## src/hdl/complex_arith_unit_top_defines.svh

```systemverilog
// Assertion macros shared by the complex arithmetic unit.
`ifndef COMPLEX_ARITH_UNIT_TOP_DEFINES_SVH
`define COMPLEX_ARITH_UNIT_TOP_DEFINES_SVH

// Same-cycle implication, checked on every rising clock edge outside reset.
`define CAU_ASSERT_NOW(lbl, ant, con) \
    lbl: assert property (@(posedge i_clk) disable iff (!i_rst_n) (ant) |-> (con)) \
        else $error("complex_arith_unit: same-cycle check failed");

// Next-cycle implication, checked on every rising clock edge outside reset.
`define CAU_ASSERT_NEXT(lbl, ant, con) \
    lbl: assert property (@(posedge i_clk) disable iff (!i_rst_n) (ant) |=> (con)) \
        else $error("complex_arith_unit: next-cycle check failed");

`endif

```

## src/hdl/cau_pkg.sv

```systemverilog
// Types, constants and helper functions of the complex arithmetic unit.
`timescale 1ns / 1ps
package cau_pkg;

    localparam int DW   = 16;                 // operand width
    localparam int FB   = 12;                 // fraction bits
    localparam int PW   = 2 * DW;             // product width
    localparam int SW   = PW + 1;             // width of a sum of two products
    localparam int QB   = DW + 1;             // quotient bits kept by the divider
    localparam int MAXS = (FB > QB) ? FB : QB;
    localparam int RW   = SW + MAXS + 1;      // divider remainder width
    localparam int DIV_LAT = QB + 2;          // divider register stages

    localparam logic [2:0] CMD_ADD = 3'd0;
    localparam logic [2:0] CMD_SUB = 3'd1;
    localparam logic [2:0] CMD_MUL = 3'd2;
    localparam logic [2:0] CMD_DIV = 3'd3;
    localparam logic [2:0] CMD_INC = 3'd4;
    localparam logic [2:0] CMD_DEC = 3'd5;

    localparam logic [SW-1:0] POS_LIM = (SW'(1) << (DW - 1)) - SW'(1);
    localparam logic [SW-1:0] NEG_LIM = SW'(1) << (DW - 1);
    localparam logic [SW-1:0] Q_CAP   = SW'(1) << DW;

    typedef struct packed {
        logic          sat;
        logic [DW-1:0] val;
    } t_clip;

    // Result side band that travels alongside the divider.
    typedef struct packed {
        logic          valid;
        logic [2:0]    cmd;
        logic [DW-1:0] re;
        logic [DW-1:0] im;
        logic          sat;
        logic          dz;
        logic          eq;
        logic          sm;
        logic          lg;
    } t_side;

    function automatic logic [SW-1:0] abs_sw(input logic signed [SW-1:0] v);
        logic [SW-1:0] u;
        u = $unsigned(v);
        return v[SW-1] ? (~u + SW'(1)) : u;
    endfunction

    // Saturate a sign-magnitude value to the signed operand range.
    function automatic t_clip clip_sm(input logic neg, input logic [SW-1:0] mag);
        t_clip         r;
        logic [SW-1:0] lim;
        logic [SW-1:0] m2;
        lim   = neg ? NEG_LIM : POS_LIM;
        r.sat = mag > lim;
        m2    = r.sat ? lim : mag;
        r.val = neg ? (~m2[DW-1:0] + DW'(1)) : m2[DW-1:0];
        return r;
    endfunction

endpackage

```

## src/hdl/cau_divider.sv

```systemverilog
// Pipelined restoring divider: quotient of |num| * 2^FB by den, one bit a stage.
`timescale 1ns / 1ps
module cau_divider (
    input  logic                          i_clk,
    input  logic signed [cau_pkg::SW-1:0] i_num,
    input  logic        [cau_pkg::SW-1:0] i_den,
    output logic        [cau_pkg::QB-1:0] o_quo,
    output logic                          o_ovf,
    output logic                          o_neg
);
    import cau_pkg::*;

    logic [SW-1:0] r_mag0;
    logic [SW-1:0] r_den0;
    logic          r_neg0;

    logic [RW-1:0] r_rem [QB+1];
    logic [SW-1:0] r_den [QB+1];
    logic [QB-1:0] r_q   [QB+1];
    logic          r_ovf [QB+1];
    logic          r_neg [QB+1];

    // Sign and magnitude of the numerator.
    always_ff @(posedge i_clk) begin
        r_mag0 <= abs_sw(i_num);
        r_neg0 <= i_num[SW-1];
        r_den0 <= i_den;
    end

    // Scale the numerator and flag quotients too big for the kept bits.
    always_ff @(posedge i_clk) begin
        r_rem[0] <= RW'(r_mag0) << FB;
        r_ovf[0] <= (RW'(r_mag0) << FB) >= (RW'(r_den0) << QB);
        r_den[0] <= r_den0;
        r_neg[0] <= r_neg0;
        r_q[0]   <= '0;
    end

    for (genvar j = 0; j < QB; j++) begin : g_bit
        localparam int K = QB - 1 - j;
        logic [RW-1:0] n_try;
        logic          n_fit;
        assign n_try = RW'(r_den[j]) << K;
        assign n_fit = r_rem[j] >= n_try;
        always_ff @(posedge i_clk) begin
            r_rem[j+1] <= n_fit ? (r_rem[j] - n_try) : r_rem[j];
            r_q[j+1]   <= r_q[j] | (n_fit ? (QB'(1) << K) : '0);
            r_den[j+1] <= r_den[j];
            r_ovf[j+1] <= r_ovf[j];
            r_neg[j+1] <= r_neg[j];
        end
    end

    assign o_quo = r_q[QB];
    assign o_ovf = r_ovf[QB];
    assign o_neg = r_neg[QB];

endmodule

```

## config.mk

```make
export PLATFORM = sky130hd
export DESIGN_NAME = cau_divider
export DESIGN_NICKNAME = d
export VERILOG_FILES = /design/src/hdl/complex_arith_unit_top_defines.svh /design/src/hdl/cau_pkg.sv /design/src/hdl/cau_divider.sv
export SDC_FILE = /design/constraint.sdc
export NUM_CORES = 2
export LEC_CHECK = 0
export BUFFER_PORTS_ARGS = -buffer_cell sky130_fd_sc_hd__buf_2
export CAP_MARGIN = 5
export CORE_MARGIN = 2
export CORE_UTILIZATION = 55
export DETAILED_ROUTE_END_ITERATION = 10
export GPL_ROUTABILITY_DRIVEN = 0
export PLACE_DENSITY = 0.71
export SYNTH_ARGS = -nofsm -noshare
export SYNTH_HDL_FRONTEND = slang
export SYNTH_SLANG_ARGS = --single-unit
```

## constraint.sdc

```tcl
create_clock -name i_clk -period 3.8 [get_ports i_clk]
set_input_delay 0.38 -clock i_clk [delete_from_list [all_inputs] [get_ports i_clk]]
set_output_delay 0.38 -clock i_clk [all_outputs]
set_load 0.1 [all_outputs]
```

==> out/results.txt <==
Status -> finished, final reports clean
Top_reg_cell synth -> dfxtp_1
Row count -> 132
Global-route wire length before repair -> 266,000 µm
Die height -> 364 µm
Max Cap Viol -> 0
Layout cells sized above 1 -> 9.38%
Final setup margin -> 0.0334 ns
Global route hottest layer -> met2
WP data arrival -> 4.49 ns
Register area share after synthesis -> 43.2%
Area growth from synthesis to layout -> 14.5%
Synth Net Count -> 8,621
Remaining Overflow, GRT -> 0
Fmax -> 265 MHz
IO Port Bufs -> 85
Max-slew violations -> 0
Area occupied by registers -> 0.0308 mm²
Drt first pass iters -> 8
Antenna violations before repair -> 0
Number of I/O pins -> 86
Worst skew pair latency -> 0.79 ns
Worst Path Max Fanout -> 5
Met2 Use GR -> 48.8%
Detail Placement HPWL -> 125,000 µm
Final Skew -> 0.0209 ns
Final setup violation count -> 0
Die Wd -> 364 µm
Post-Syn Area -> 0.0713 mm²
Multi-input gate area -> 0.0372 mm²
Post-CTS setup buffers -> 0
Final Hold Fails -> 0
GRT Util Overall -> 24.4%
Power Dens Cells -> 855 mW/mm²
Critical path class -> primary input to flop
DRC -> 0
CTS tree -> done
Hold WC Path Type -> primary input to flop
Worst-path clk slew -> 0.06 ns
CORE AREA -> 0.129 mm²
Most common cell after layout, fill and taps aside -> dfxtp_1
Worst-margin pin slew -> 1.04 ns
Design area -> 0.0816 mm²
CTS Buffer Depth -> 3
Max VDD drop -> 0.572 mV
WL final -> 164,000 µm
Async set or reset register ratio after synthesis -> 0%
N_diodes -> 0
Num CTS Buffers -> 161
Final Net Count -> 8,961
Crit share post-route -> 99.1%
Post-DR wirelength/cell -> 16.2 µm
Met1 Use GR -> 22.5%
Final Util -> 63.2%
Worst Path Required -> 4.52 ns
Leak -> 37.0 nW
Die area -> 0.133 mm²
Number of DRC markers in iteration 0 -> 3,639
Startpoint types -> primary input
Root Buffer Master -> clkbuf_16
Clock Sinks -> 1,540
Setup TNS -> 0 ns
Slew HR -> 30.1%
Netlist cell types -> 87
Most frequent cells in the layout -> 1,540 x dfxtp_1, 728 x inv_1, 695 x nand2_1
Fillers -> 10,513
Mapped Avg Cell Area -> 8.97 µm²
Via count -> 56,420
Drt via density -> 5.55
Post-layout min period -> 3.77 ns
Worst setup EP type -> flop
Largest net degree at the start of global routing -> 60
Starting Density -> 55.2%
Post-Place Setup Slack -> -0.0888 ns
EDFF count, synth -> 0
Remaining antenna violation count -> 0
Post-Syn Instances -> 7,953
Met3 Use GR -> 3.27%
Dpl cell area -> 0.0751 mm²
# placed instances -> 9,789
H-tree Lvls -> 4
Fin cells -> 10,167
YS warnings -> 0
Post-synthesis register bit count -> 1,540
Vias in the first global route -> 56,862
[cells by family (layout without fill, tap and decap cells)]
kind of cell             count (synthesis)  after routing  synth area share, %
buffers and inverters                  969           1441                 5.12
multiplexers                            96             96                 1.51
adder cells (fa/ha/maj)                601            601                 10.7
AND/OR/NAND/NOR                       2002           2002                 13.4
XOR/XNOR                               616            616                 7.57
flip-flops                            1540           1540                 43.2
AO/OA/AOI/OAI                         2129           2129                 18.5
[synthesized netlist by cell type (13+ instances only)]
cell       count  share of area [%]
dfxtp_1     1540                 43
inv_1        729                3.8
nand2_1      695                3.7
a21oi_1      636                4.5
ha_1         585                 10
o21ai_0      583                4.1
nor2_1       474                2.5
xnor2_1      353                4.3
a21o_1       292                3.1
xor2_1       263                3.2
clkbuf_1     207                1.1
nand3_1      134               0.94
nand4_1      113               0.99
nor3_1       105               0.74
mux2_2        91                1.4
o21a_1        82               0.86
nand2b_1      79               0.69
o21bai_1      78               0.82
nor2b_1       71               0.62
a31oi_1       69               0.61
nor4_1        65               0.57
a211oi_1      63               0.66
or3_1         57               0.50
and3_1        55               0.48
o31ai_1       54               0.57
o211ai_1      40               0.42
and2_1        34               0.30
or4_1         23               0.24
a2111oi_0     19               0.23
buf_1         19               0.10
a21boi_0      17               0.18
o22ai_1       17               0.15
a31o_2        16               0.20
fa_1          16               0.45
nand3b_1      16               0.17
o2111ai_1     15               0.18
a211o_1       14               0.17
nor3b_1       14               0.15
o31a_1        14               0.17
or2_2         14               0.12
buf_2         13              0.091
[flip-flops by register name (all words and copies together), names as in the netlist]
| name | cells |
|---|---|
| r_den | 561 |
| r_mag0 | 33 |
| r_den0 | 33 |
| r_ovf | 18 |
| r_q | 153 |
| r_rem | 723 |
| r_neg0 | 1 |
| r_neg | 18 |
[stage by stage]
step / total power [mW] / hold WS [ns]
2_1_floorplan: 45.6 / 0.310
3_3_place_gp: 52.5 / 0.310
3_5_place_dp: 53.3 / 0.312
5_1_grt: 74.5 / 0.200
4_1_cts: 69.4 / 0.168
6_report: 69.8 / 0.224
[where the power goes]
group / leakage (nW) / total, mW / switching, mW / internal [mW]
registers: 12.9 / 23.2 / 2.64 / 20.6
logic: 21.4 / 30.7 / 17.1 / 13.6
clock network: 2.68 / 15.8 / 6.26 / 9.57
total: 37.0 / 69.8 / 26.0 / 43.7
[repair_timing]
| action | 4_1_cts | 5_1_grt |
|---|---|---|
| setup endpoints to repair | 5 | 129 |
| hold buffers | 83 | 0 |
| pin swaps | 0 | 6 |
| gates resized for setup | 4 | 50 |
| cloned | 0 | 0 |
| endpoints found under the hold margin | 67 | 0 |
[routing by layer]
metal | vias to the layer above | wire [µm] | share of wire (%)
met5 | - | 0 | 0
met4 | 0 | 12100 | 7.4
met3 | 684 | 5960 | 3.6
met2 | 1649 | 87700 | 53
met1 | 25771 | 58700 | 36
li1 | 28316 | - | -
[worst max-delay path: stages]
cell and delay (ns):
dlygate4sd3_1 0.55, buf_2 0.16, inv_1 0.07, ha_1 0.19
nand3_1 0.12, or4_4 0.47, or3_4 0.42, or3_4 0.42
or4_4 0.54, o41ai_2 0.36, xnor2_1 0.20, dlygate4sd3_1 0.60
[final cells by class]
class                   count  area share (%)
clock buffers             237            5.78
inverters                 730            3.36
well taps                1742            2.67
flip-flops and latches   1540            37.8
multi-input cells        5444            45.5
clock inverters            58           0.932
repair buffers            416            3.97
[worst paths after layout]
check                           slack, ns   startpoint           end  cells past startpoint
worst max-delay path                 0.03     i_num[1]    r_mag0[30]                     12
worst max register to register       0.10  r_den[6][7]  r_rem[7][48]                     12
worst min register to register       0.31  r_q[14][13]   r_q[15][13]                      0
worst min-delay path                 0.22    i_den[17]    r_den0[17]                      2
(Power assumes the default switching activity.)
